<file path="src/rtl/spi_mode0_master_shifter_top_assert.svh">
// assertion macros for the spi mode 0 master shifter
`ifndef SPI_MODE0_MASTER_SHIFTER_TOP_ASSERT_SVH
`define SPI_MODE0_MASTER_SHIFTER_TOP_ASSERT_SVH

// same-cycle implication, checked outside reset
`define SPIM_ASSERT_NOW(lbl, ante, cons, msg) \
  lbl: assert property (@(posedge clk) disable iff (rst) (ante) |-> (cons)) \
    else $error(msg);

// next-cycle implication, checked outside reset
`define SPIM_ASSERT_NEXT(lbl, ante, cons, msg) \
  lbl: assert property (@(posedge clk) disable iff (rst) (ante) |=> (cons)) \
    else $error(msg);

`endif

</file>
<file path="src/rtl/spim_pkg.sv">
package spim_pkg;

  // frame geometry
  localparam int FRAME_BITS = 8;
  localparam int BIT_CNT_W  = (FRAME_BITS > 1) ? $clog2(FRAME_BITS) : 1;
  localparam int BYTE_W     = 8;
  localparam int DELAY_W    = 16;

  localparam logic [BIT_CNT_W-1:0] LAST_BIT = BIT_CNT_W'(FRAME_BITS - 1);

  // request codes
  typedef enum logic [1:0] {
    OP_IDLE     = 2'd0,
    OP_SELECT   = 2'd1,
    OP_DESELECT = 2'd2,
    OP_SWAP     = 2'd3
  } op_t;

  // status codes
  typedef enum logic [1:0] {
    ST_OK         = 2'd0,
    ST_SEL_BUSY   = 2'd1,
    ST_DESEL_FREE = 2'd2,
    ST_SWAP_BUSY  = 2'd3
  } status_t;

  // four phases of one bit, one-hot
  typedef enum logic [3:0] {
    PH_DATA   = 4'b0001,
    PH_RISE   = 4'b0010,
    PH_SAMPLE = 4'b0100,
    PH_FALL   = 4'b1000
  } phase_t;

  // one result item
  typedef struct packed {
    logic              cs_n;
    logic              sclk;
    logic              mosi;
    logic              claimed;
    logic              shifting;
    logic              rx_valid;
    logic [BYTE_W-1:0] rx_byte;
    status_t           status;
  } res_t;

  // byte into the low bits of a frame
  function automatic logic [FRAME_BITS-1:0] frame_from_byte(input logic [BYTE_W-1:0] b);
    logic [FRAME_BITS-1:0] f;
    f = '0;
    for (int i = 0; i < FRAME_BITS; i++) begin
      if (i < BYTE_W) begin
        f[i] = b[i];
      end
    end
    return f;
  endfunction

  // low byte of a frame
  function automatic logic [BYTE_W-1:0] byte_from_frame(input logic [FRAME_BITS-1:0] f);
    logic [BYTE_W-1:0] b;
    b = '0;
    for (int i = 0; i < BYTE_W; i++) begin
      if (i < FRAME_BITS) begin
        b[i] = f[i];
      end
    end
    return b;
  endfunction

endpackage

</file>
<file path="src/rtl/spim_core.sv">
module spim_core (
  input  logic                            clk,
  input  logic                            rst,
  input  logic                            phase_ticks_we,
  input  logic [spim_pkg::DELAY_W-1:0]    phase_ticks_wdata,
  input  logic                            step,
  input  logic [1:0]                      op,
  input  logic [spim_pkg::BYTE_W-1:0]     tx_byte,
  input  logic                            miso_in,
  output spim_pkg::res_t                  res
);
  import spim_pkg::*;

  // bus and shifter state
  logic [DELAY_W-1:0]    phase_ticks;
  logic                  claimed;
  logic                  cs_line;
  logic                  sclk_line;
  logic                  mosi_line;
  logic [FRAME_BITS-1:0] shift;
  logic [BIT_CNT_W-1:0]  bit_count;
  phase_t                phase;
  logic [DELAY_W-1:0]    delay;
  logic                  active;

  logic                  claimed_next;
  logic                  cs_line_next;
  logic                  sclk_line_next;
  logic                  mosi_line_next;
  logic [FRAME_BITS-1:0] shift_next;
  logic [BIT_CNT_W-1:0]  bit_count_next;
  phase_t                phase_next;
  logic [DELAY_W-1:0]    delay_next;
  logic                  active_next;
  logic                  done;
  status_t               status;

  // request decode, then one tick of the running transfer
  always_comb begin
    claimed_next   = claimed;
    cs_line_next   = cs_line;
    sclk_line_next = sclk_line;
    mosi_line_next = mosi_line;
    shift_next     = shift;
    bit_count_next = bit_count;
    phase_next     = phase;
    delay_next     = delay;
    active_next    = active;
    done           = 1'b0;
    status         = ST_OK;

    unique case (op)
      OP_SELECT: begin
        if (claimed) begin
          status = ST_SEL_BUSY;
        end else begin
          claimed_next = 1'b1;
          cs_line_next = 1'b0;
        end
      end
      OP_DESELECT: begin
        if (!claimed) begin
          status = ST_DESEL_FREE;
        end else begin
          claimed_next = 1'b0;
          cs_line_next = 1'b1;
        end
      end
      OP_SWAP: begin
        if (active) begin
          status = ST_SWAP_BUSY;
        end else begin
          shift_next     = frame_from_byte(tx_byte);
          bit_count_next = '0;
          phase_next     = PH_DATA;
          delay_next     = '0;
          active_next    = 1'b1;
        end
      end
      default: begin
      end
    endcase

    if (active_next) begin
      // phase action on the first tick of the phase
      if (delay_next == '0) begin
        unique case (phase_next)
          PH_DATA:   mosi_line_next = shift_next[FRAME_BITS-1];
          PH_RISE: begin
            shift_next     = {shift_next[FRAME_BITS-2:0], 1'b0};
            sclk_line_next = 1'b1;
          end
          PH_SAMPLE: shift_next[0] = shift_next[0] | miso_in;
          PH_FALL:   sclk_line_next = 1'b0;
          default: begin
          end
        endcase
      end
      // phase end and bit advance
      if (delay_next >= phase_ticks) begin
        delay_next = '0;
        unique case (phase_next)
          PH_DATA:   phase_next = PH_RISE;
          PH_RISE:   phase_next = PH_SAMPLE;
          PH_SAMPLE: phase_next = PH_FALL;
          default: begin
            phase_next = PH_DATA;
            if (bit_count_next == LAST_BIT) begin
              bit_count_next = '0;
              active_next    = 1'b0;
              done           = 1'b1;
            end else begin
              bit_count_next = bit_count_next + BIT_CNT_W'(1);
            end
          end
        endcase
      end else begin
        delay_next = delay_next + DELAY_W'(1);
      end
    end
  end

  // result of this transaction
  always_comb begin
    res.cs_n     = cs_line_next;
    res.sclk     = sclk_line_next;
    res.mosi     = mosi_line_next;
    res.claimed  = claimed_next;
    res.shifting = active_next;
    res.rx_valid = done;
    res.rx_byte  = done ? byte_from_frame(shift_next) : '0;
    res.status   = status;
  end

  // state update
  always_ff @(posedge clk) begin
    if (rst) begin
      phase_ticks <= '0;
      claimed     <= 1'b0;
      cs_line     <= 1'b1;
      sclk_line   <= 1'b0;
      mosi_line   <= 1'b0;
      shift       <= '0;
      bit_count   <= '0;
      phase       <= PH_DATA;
      delay       <= '0;
      active      <= 1'b0;
    end else begin
      if (phase_ticks_we) begin
        phase_ticks <= phase_ticks_wdata;
      end
      if (step) begin
        claimed   <= claimed_next;
        cs_line   <= cs_line_next;
        sclk_line <= sclk_line_next;
        mosi_line <= mosi_line_next;
        shift     <= shift_next;
        bit_count <= bit_count_next;
        phase     <= phase_next;
        delay     <= delay_next;
        active    <= active_next;
      end
    end
  end

endmodule

</file>
<file path="src/rtl/spi_mode0_master_shifter_top.sv">
// SPI mode 0 master shifter, MSB first. Each accepted input transaction is one
// tick of the bit timing and yields exactly one result transaction carrying the
// chip select, clock and data line levels after that tick, the claim and
// transfer flags, the received byte on the tick a frame completes, and a status
// code for rejected requests. The block takes one transaction per cycle while
// in_ready is high and registers its result; all per-tick work sits between
// the state registers and a result register backed by a one-entry skid stage,
// so in_ready drops only during reset and while the skid stage holds a result
// that the consumer has not yet taken. A bit spans four phases of phase_ticks+1
// ticks each, so a byte takes 32*(phase_ticks+1) input transactions, the swap
// request itself being the first of them.
module spi_mode0_master_shifter_top (
  input  logic                         clk,
  input  logic                         rst,
  input  logic                         phase_ticks_we,
  input  logic [spim_pkg::DELAY_W-1:0] phase_ticks_wdata,
  input  logic                         in_valid,
  output logic                         in_ready,
  input  logic [1:0]                   op,
  input  logic [spim_pkg::BYTE_W-1:0]  tx_byte,
  input  logic                         miso_in,
  output logic                         out_valid,
  input  logic                         out_ready,
  output logic                         cs_n,
  output logic                         sclk_out,
  output logic                         mosi_out,
  output logic                         bus_claimed,
  output logic                         shifting,
  output logic                         rx_valid,
  output logic [spim_pkg::BYTE_W-1:0]  rx_byte,
  output logic [1:0]                   status
);
  import spim_pkg::*;

  logic accept;
  logic out_free;
  res_t res;
  res_t out_data;
  res_t skid_data;
  logic skid_valid;

  // bit timing engine
  spim_core u_core (
    .clk               (clk),
    .rst               (rst),
    .phase_ticks_we    (phase_ticks_we),
    .phase_ticks_wdata (phase_ticks_wdata),
    .step              (accept),
    .op                (op),
    .tx_byte           (tx_byte),
    .miso_in           (miso_in),
    .res               (res)
  );

  // input handshake
  assign in_ready = !skid_valid && !rst;
  assign accept   = in_valid && in_ready;
  assign out_free = !out_valid || out_ready;

  // result register and skid stage control
  always_ff @(posedge clk) begin
    if (rst) begin
      out_valid  <= 1'b0;
      skid_valid <= 1'b0;
    end else if (out_free) begin
      out_valid  <= skid_valid || accept;
      skid_valid <= 1'b0;
    end else if (accept) begin
      skid_valid <= 1'b1;
    end
  end

  // result register and skid stage payload
  always_ff @(posedge clk) begin
    if (out_free) begin
      if (skid_valid) begin
        out_data <= skid_data;
      end else if (accept) begin
        out_data <= res;
      end
    end else if (accept) begin
      skid_data <= res;
    end
  end

  // result ports
  assign cs_n        = out_data.cs_n;
  assign sclk_out    = out_data.sclk;
  assign mosi_out    = out_data.mosi;
  assign bus_claimed = out_data.claimed;
  assign shifting    = out_data.shifting;
  assign rx_valid    = out_data.rx_valid;
  assign rx_byte     = out_data.rx_byte;
  assign status      = out_data.status;

`include "spi_mode0_master_shifter_top_assert.svh"

  `SPIM_ASSERT_NOW(a_skid_behind_out, skid_valid, out_valid, "skid full while output empty")
  `SPIM_ASSERT_NOW(a_cs_follows_claim, out_valid, cs_n == !bus_claimed, "select vs claim")
  `SPIM_ASSERT_NOW(a_done_ends_transfer, out_valid && rx_valid, !shifting, "done while shifting")
  `SPIM_ASSERT_NEXT(a_accept_lands, accept && out_free, out_valid && !skid_valid, "result lost")

endmodule

</file>
<file path="config.mk">
export PLATFORM = sky130hd
export DESIGN_NAME = spi_mode0_master_shifter_top
export DESIGN_NICKNAME = d
export VERILOG_FILES = /design/src/rtl/spim_pkg.sv /design/src/rtl/spim_core.sv /design/src/rtl/spi_mode0_master_shifter_top.sv
export VERILOG_INCLUDE_DIRS = /design/src /design/src/rtl
export SDC_FILE = /design/constraint.sdc
export NUM_CORES = 1
export LEC_CHECK = 0
export BUFFER_PORTS_ARGS = -buffer_cell sky130_fd_sc_hd__buf_2
export CAP_MARGIN = 30
export CORE_ASPECT_RATIO = 0.8
export CORE_MARGIN = 2
export CORE_UTILIZATION = 59
export DETAILED_ROUTE_END_ITERATION = 10
export PLACE_DENSITY_LB_ADDON = 0.2
export SLEW_MARGIN = 20
export SYNTH_ARGS = -nofsm -noshare
export SYNTH_HDL_FRONTEND = slang
export SYNTH_SLANG_ARGS = --single-unit
</file>
<file path="constraint.sdc">
create_clock -name clk -period 13.2 [get_ports clk]
set_input_delay 3.96 -clock clk [delete_from_list [all_inputs] [get_ports clk]]
set_output_delay 3.96 -clock clk [all_outputs]
set_load 0.02 [all_outputs]
</file>
---- Word-level counts from Yosys, hierarchy flattened ----
Index checks and enable logic that the tools add are counted.
word-level totals
  register bits ........................... 86
  input port bits ......................... 32
  output and inout bits ................... 18
  logic and storage cells ................. 101
operators by class
  add/subtract/negate cells ............... 2
  $lt $le $gt $ge ......................... 1
  equality and inequality tests ........... 8
  multiplexer cells ....................... 47
  bitwise operators ....................... 2
  reduce and logical (&&, ||, !) cells .... 13
operators with widths
  operator                                       count
  2-to-1 mux 16 bit                              6
  2-to-1 mux 8 bit                               5
  2-to-1 mux 3 bit                               6
  2-to-1 mux 1 bit                               17
  adder 16 x 1 -> 16 bit, second input constant  1
  >= comparator 16 bit                           1
  zero test 16 bit                               1
  2-to-1 mux 4 bit                               4
  case mux 4 bit (3 select lines)                1
  case mux 1 bit (2 select lines)                4
  2-to-1 mux 7 bit                               1
  case mux 2 bit (3 select lines)                1
  == test 2 bit, second input constant           2
  == test 4 x 1 -> 1 bit, second input constant  1
  == test 4 x 2 -> 1 bit, second input constant  1
  == test 4 x 3 -> 1 bit, second input constant  1
  == test 4 bit, second input constant           1
  2-to-1 mux 2 bit                               2
  AND reduction 2 bit                            2
  adder 3 x 1 -> 3 bit, second input constant    1
  == test 3 bit, second input constant           1
  zero test 1 bit                                3
  OR reduction 3 bit                             1
  == test 2 x 1 -> 1 bit, second input constant  1
  other kinds (6)                                8

---- Longest topological paths before layout ----
Gate-level depths: netlist (run 1).
  word-level depth ........................ 10
  depth in mapped cells ................... 15
  gate-level depth less buffers ........... 11

---- Hierarchy ----
A second synthesis (run 1) with hierarchy kept.
unflattened totals
  cells, all modules ...................... 478
  area, all modules ....................... 4650.7 µm²
by module, submodules not included
  module                        times used  cells each  area each (µm²)  sequential area each (µm²)
  spim_core                     1           417         3385.7           1041.0
  spi_mode0_master_shifter_top  1           61          1265.0           1001.0

---- Least setup slack after synthesis (run 1) ----
OpenSTA, ideal clock, no wires.
  kind .................................... input to output
  start ................................... input port rst
  end ..................................... output port in_ready
  data arrival time ....................... 4409 ps
  data required time ...................... 9240 ps
  path slack .............................. 4831 ps
  stages on the path ...................... 2
  buffers on the path ..................... 1
  cell sequence ........................... clkbuf_8 nor2_1
on the way
  longest elaborated chain between the ends .. 2
ends and longest elaborated chain
  element            RTL line                            source
  from (decl)        spi_mode0_master_shifter_top.sv:14  input logic rst,
  zero test 1 bit    spi_mode0_master_shifter_top.sv:56  assign in_ready = !skid_valid && !rst;
  logical AND 1 bit  spi_mode0_master_shifter_top.sv:56
  to (decl)          spi_mode0_master_shifter_top.sv:18  output logic in_ready,
Every way passes these cells.

---- Worst setup path after layout (run 1) ----
Ends and elaborated chain as after synthesis.

==> run summary, run 1 <==
Outcome - complete, no violations
Final ANT Viol Nets - 0
CTS resizes - 0
Minimum clock period - 8.77 ns
Die height - 83.9 um
DRC violations left - 0
Root buf cell - clkbuf_8
Worst vdd ir - 0.0659 mV
Routed wire length - 10.2 mm
Number of max-cap violations - 0
Core footprint - 7840 um^2
Synth Register Bits - 86
Detailed Place HPWL - 7.43 mm
Post-synth top area share - 23.0%
EDFF count, synth - 32
WL/cell - 16.1 um
Final Hold Violating Endpoints - 0
Top Family by Delay on Critical Path - buffers and inverters
Crit path arrival time - 4.81 ns
Row count - 29
GPL Wtd Cong - 0.921
ANT cells - 0
Gr usage total - 24.5%
Largest stage delay, worst path - 0.54 ns
Die area - 8710 um^2
First-pass detailed-route iteration total - 5
Ys flop type - dfxtp_1
Register area share after synthesis - 43.4%
Synthesized instance count - 473
Detail-routed via count per cell - 5.97
Worst setup SP type - input port
Final Slew Violations - 0
First-pass GRT wire length - 17.1 mm
Post-synth ARST share - 0%
Share of cells above drive strength 1 - 18.1%
Setup ws final - 4.43 ns
Post-synthesis cell area - 4700 um^2
Slew headroom - 52.6%
Max Root-Sink Buffers - 2
Worst EP required - 9.24 ns
Minimum hold slack - 0.465 ns
Grt ovf - 0
Largest net degree at the start of global routing - 37
Mapped Nets - 529
Tcrit/Tclk final - 66.4%
Setup Total Neg Slack - 0 ns
Largest area contributor in the netlist - dfxtp_1
Endpoint kind of the worst setup timing path - output pin
Skew final - 0.00685 ns
CTS H-tree depth - 3
Via count - 3772
Hold WC Path Type - reg2reg
Worst Path Buf+Inv - 2
Initial antenna violation count - 0
Hold buffers post-CTS - 0
Commonest non-fill, non-tap cell in the layout - dfxtp_1
Initial Util - 60.0%
Number of library cell types mapped by synthesis - 65
Final nets - 575
Port buffer count - 49
Final setup fails - 0
CTS tree - yes
Pre-CTS WS - 4.42 ns
Worst setup path class - in2out
CTS sink cnt - 86
CTS clock-pin slew for the worst setup and hold paths - 0.09 ns
1st-iter DRT viols - 251
Ys Warns - 0
Worst-skew pair later-pin latency - 0.36 ns
Most frequent cells in the layout - dfxtp_1, buf_2, nor2_1
Most used cell, CP - buf_2
FILL cells - 614
FMAX - 0.114 GHz
I/O pins - 50
Chip width - 104 um
Vias in the first global route - 3517
Pwr Density - 104 nW/um^2
Top area cells in the synthesized netlist - dfxtp_1, edfxtp_1, ha_1, mux2i_1, nor2_1
Cts bufs inserted - 9
Least-Margin Pin Slew - 0.710 ns
Syn Area/Cell - 9.94 um^2
Leak - 2.12 nW
Layout Area Growth over Synthesis - 10.7%
Worst path cell trace - buf_2, nor2_1, buf_2
Post-CTS Setup Inserts - 0
RSZ-0062 raised after global routing - no
Critical-path maximum fanout - 36
Worst path slowest cell - buf_2
-- worst paths after layout --
kind	from	endpoint	slack, ns	cells past startpoint
worst min register to register	u_core.bit_count[1]	u_core.bit_count[1]	0.46	1
worst max register to register	u_core.active	rx_byte[1]	9.82	10
worst min-delay path	u_core.bit_count[1]	u_core.bit_count[1]	0.46	1
worst max-delay path	rst	in_ready	4.43	3
-- flip-flops by register name (all words and copies together), names as in the netlist, 2 cells and up --
| name | cells |
|---|---|
| rx_byte | 8 |
| skid_data | 16 |
| status | 2 |
| u_core.bit_count | 3 |
| u_core.delay | 16 |
| u_core.phase | 4 |
| u_core.phase_ticks | 16 |
| u_core.shift | 8 |
-- power by group --
group	total (W)	internal, W	switching [W]
clock network	0.000187	0.0000889	0.0000985
registers	0.000288	0.000284	0.00000414
logic	0.0000637	0.0000243	0.0000394
-- stage by stage --
stage               power, W  cells  utilization [%]  area [um^2]
CTS                 0.000542    632             66.4         5210
floorplan           0.000338    473                -         4700
global route        0.000561    632             66.4         5210
detailed placement  0.000357    616             63.9         5010
global placement    0.000356    616             63.9         5010
finish              0.000539    632             66.4         5210
-- metal layers --
metal	GRT usage, %	up-vias	routed length [um]
met5	0	-	0
li1	-	1827	-
met2	35.2	157	4380
met4	7.62	0	123
met1	35.7	1774	4810
met3	6.95	14	891
-- kinds of logic (layout without fill, tap and decap cells) --
logic type | Yosys count | after routing | share of synthesized area, %
XOR/XNOR | 6 | 6 | 1.12
flip-flops | 86 | 86 | 43.4
AND/OR/NAND/NOR | 174 | 174 | 19.9
AO/OA/AOI/OAI | 100 | 100 | 15.0
multiplexers | 32 | 32 | 9.04
adder cells (fa/ha/maj) | 24 | 24 | 6.38
buffers and inverters | 51 | 102 | 5.11
-- cells in the mapped netlist, drive strengths merged (4+ instances only) --
master	instances
inv	30
a22o	15
nand3	10
nand2b	7
a32o	5
nor3	10
o31ai	6
mux2	6
dfxtp	54
nor2	47
edfxtp	32
nand4	13
nand2	41
ha	24
o21ai	18
mux4	6
and2	25
a21oi	24
nor4	4
clkbuf	15
o41ai	4
buf	6
mux2i	20
-- final cells by class --
cell class                      count  area (um^2)  share of cell area [%]
Clock buffer                       10          128                    2.45
Clock inverter                      6         70.1                    1.35
Inverter                           30          113                    2.16
Multi-Input combinational cell    336         2420                    46.5
Sequential cell                    86         2040                    39.2
Tap cell                          108          135                    2.60
Timing Repair Buffer               56          298                    5.72
(Power assumes the default switching activity.)
==> run 2, diff against run 1 <==
--- a/config.mk
+++ b/config.mk
@@ -10,7 +10,7 @@
 export CAP_MARGIN = 30
 export CORE_ASPECT_RATIO = 0.8
 export CORE_MARGIN = 2
-export CORE_UTILIZATION = 59
+export CORE_UTILIZATION = 53
 export DETAILED_ROUTE_END_ITERATION = 10
 export PLACE_DENSITY_LB_ADDON = 0.2
 export SLEW_MARGIN = 20
==> constraint.sdc (replaced) <==
create_clock -name clk -period 7.75 [get_ports clk]
set_input_delay 2.325 -clock clk [delete_from_list [all_inputs] [get_ports clk]]
set_output_delay 2.325 -clock clk [all_outputs]
set_load 0.02 [all_outputs]
==> run summary, run 2 (synthesis gave the netlist of run 1 again) <==
Outcome - complete, no violations
Reg2reg start - u_core.active
Chip width - 109 um (+5.3%)
Gr usage total - 24.4% (-0.11 points)
Reg-to-reg setup timing slack - 4.04 ns (-5.78 ns)
Via count - 3779 (+0.19%)
Worst-skew pair later-pin latency - 0.36 ns (about the same)
Largest regs - skid_data: 16 flops, u_core.delay: 16 flops, u_core.phase_ticks: 16 flops
GPL Wtd Cong - 0.973 (+5.6%)
1st-iter DRT viols - 229 (-8.8%)
Pwr Density - 187 nW/um^2 (+81%)
Hold buffers post-CTS - 0 (unchanged)
Vias in the first global route - 3538 (+0.60%)
WL/cell - 17.6 um (+9.0%)
Post-CTS Setup Inserts - 0 (unchanged)
Worst setup path class - in2reg
Slew headroom - 54.0% (+1.4 points)
FMAX - 0.182 GHz
Worst setup SP type - input port
Least-Margin Pin Slew - 0.688 ns (-0.0219 ns)
CTS resizes - 0 (unchanged)
Detailed Place HPWL - 8.21 mm (+10%)
Most frequent cells in the layout - dfxtp_1, buf_2, nor2_1
Skew final - 0.00832 ns (+0.00146 ns)
Worst path cell trace - buf_2, ha_1, nand2b_1, nand2_1, ha_1, nand2b_1, a2111o_1, and3_1, nor3_4, nor2_1, a31o_1
Initial Util - 55.0% (-5.1 points)
Worst setup path start - op[0]
Minimum clock period - 5.50 ns
Top Family by Delay on Critical Path - simple AND/OR/NAND/NOR gates
First-pass detailed-route iteration total - 5 (unchanged)
Root buf cell - clkbuf_8
Worst Path Buf+Inv - 1 (-1)
Critical-path maximum fanout - 16 (-56%)
Largest net degree at the start of global routing - 36 (-2.7%)
Area of the multi-input gates - 2420 um^2 (unchanged)
Final nets - 576 (+0.17%)
Grt ovf - 0 (unchanged)
Share of cells above drive strength 1 - 18.5% (+0.35 points)
Number of max-cap violations - 0 (unchanged)
CTS tree - yes
Detail-routed via count per cell - 5.93 (-0.60%)
Endpoint kind of the worst setup timing path - flip-flop
Crit path arrival time - 5.62 ns (+0.81 ns)
Leak - 2.16 nW (+1.7%)
Die height - 88.3 um (+5.2%)
DP Area - 5020 um^2 (+0.25%)
Cts bufs inserted - 9 (unchanged)
R2R cell count - 10 (unchanged)
Final setup fails - 0 (unchanged)
Commonest non-fill, non-tap cell in the layout - dfxtp_1
CTS H-tree depth - 3 (unchanged)
FILL cells - 756 (+23%)
Worst path slowest cell - nor3_4
Layout Area Growth over Synthesis - 11.9%
Final ANT Viol Nets - 0 (unchanged)
Setup Total Neg Slack - 0 ns (unchanged)
CTS clock-pin slew for the worst setup and hold paths - 0.09 ns (about the same)
DRC violations left - 0 (unchanged)
I/O pins - 50 (unchanged)
Final Hold Violating Endpoints - 0 (unchanged)
Finished layout cell area - 5270 um^2 (+1.1%)
Critical Path Stages - 11 (+8)
Reg-to-reg endpoint - rx_byte[1]
Worst EP required - 7.87 ns (-1.37 ns)
Row count - 30 (+3.4%)
Routed wire length - 11.2 mm (+9.9%)
ANT cells - 0 (unchanged)
Final Slew Violations - 0 (unchanged)
RSZ-0062 raised after global routing - no
Hold WC Path Type - reg2reg
Max Root-Sink Buffers - 2 (unchanged)
Core footprint - 8560 um^2 (+9.2%)
Port buffer count - 49 (unchanged)
Tcrit/Tclk final - 71.0%
Sequential cell area - 2040 um^2 (unchanged)
Largest stage delay, worst path - 0.55 ns (about the same)
Hold Crit Start - u_core.bit_count[2]
CTS sink cnt - 86 (unchanged)
Initial antenna violation count - 0 (unchanged)
Critical Path End - rx_byte[1]
First-pass GRT wire length - 18.0 mm (+5.5%)
Die area - 9650 um^2 (+11%)
Worst vdd ir - 0.146 mV (+120%)
run 2: cell count changes in the layout (fill, tap and decap cells not counted), sizes merged:
cell	previous run	this run
bufinv	1	3
clkinvlp	3	1
buf	56	57
clkbuf	10	9
clkinv	0	1
run 2: worst min-delay path by stage:
stage	end	slack (ns)	depth (start not counted)
3_5_place_dp	u_core.bit_count[2]	0.45	1
3_3_place_gp	u_core.bit_count[1]	0.44	1
4_1_cts	u_core.bit_count[2]	0.47	1
6_report	u_core.bit_count[2]	0.47	1
5_1_grt	u_core.bit_count[1]	0.48	1
2_1_floorplan	u_core.bit_count[1]	0.43	1
run 2: metrics by stage:
step	std cells	total power [W]	setup WS [ns]	hold WS (ns)	util, %
4_1_cts	637	0.000992	2.32	0.467	61.5
3_5_place_dp	621	0.000612	1.94	0.446	58.7
3_3_place_gp	621	0.000608	2.06	0.439	58.7
2_1_floorplan	473	0.000576	2.50	0.434	-
6_report	637	0.000986	2.25	0.466	61.5
5_1_grt	637	0.00102	2.04	0.481	61.5
run 2: per-layer routing:
metal / GRT usage [%] / vias up / share of wire [%]
met4: 4.49 / 0 / 0.70
met1: 35.1 / 1815 / 47
met3: 6.63 / 7 / 7.2
met2: 37.5 / 130 / 45
met5: 0 / - / 0
li1: - / 1827 / -
run 2: cell type report:
cell class / count / share of cell area (%)
multi-input combinational: 336 / 46.0
sequential: 86 / 38.8
timing repair buffer: 57 / 5.80
tap: 112 / 2.66
clock buffer: 9 / 2.35
clock inverter: 7 / 2.28
inverter: 30 / 2.14
run 2: power by group:
| group | internal (W) | total (W) | switching [W] |
|---|---|---|---|
| registers | 0.000483 | 0.000491 | 0.00000772 |
| clock network | 0.000216 | 0.000384 | 0.000168 |
| logic | 0.0000418 | 0.000111 | 0.0000696 |
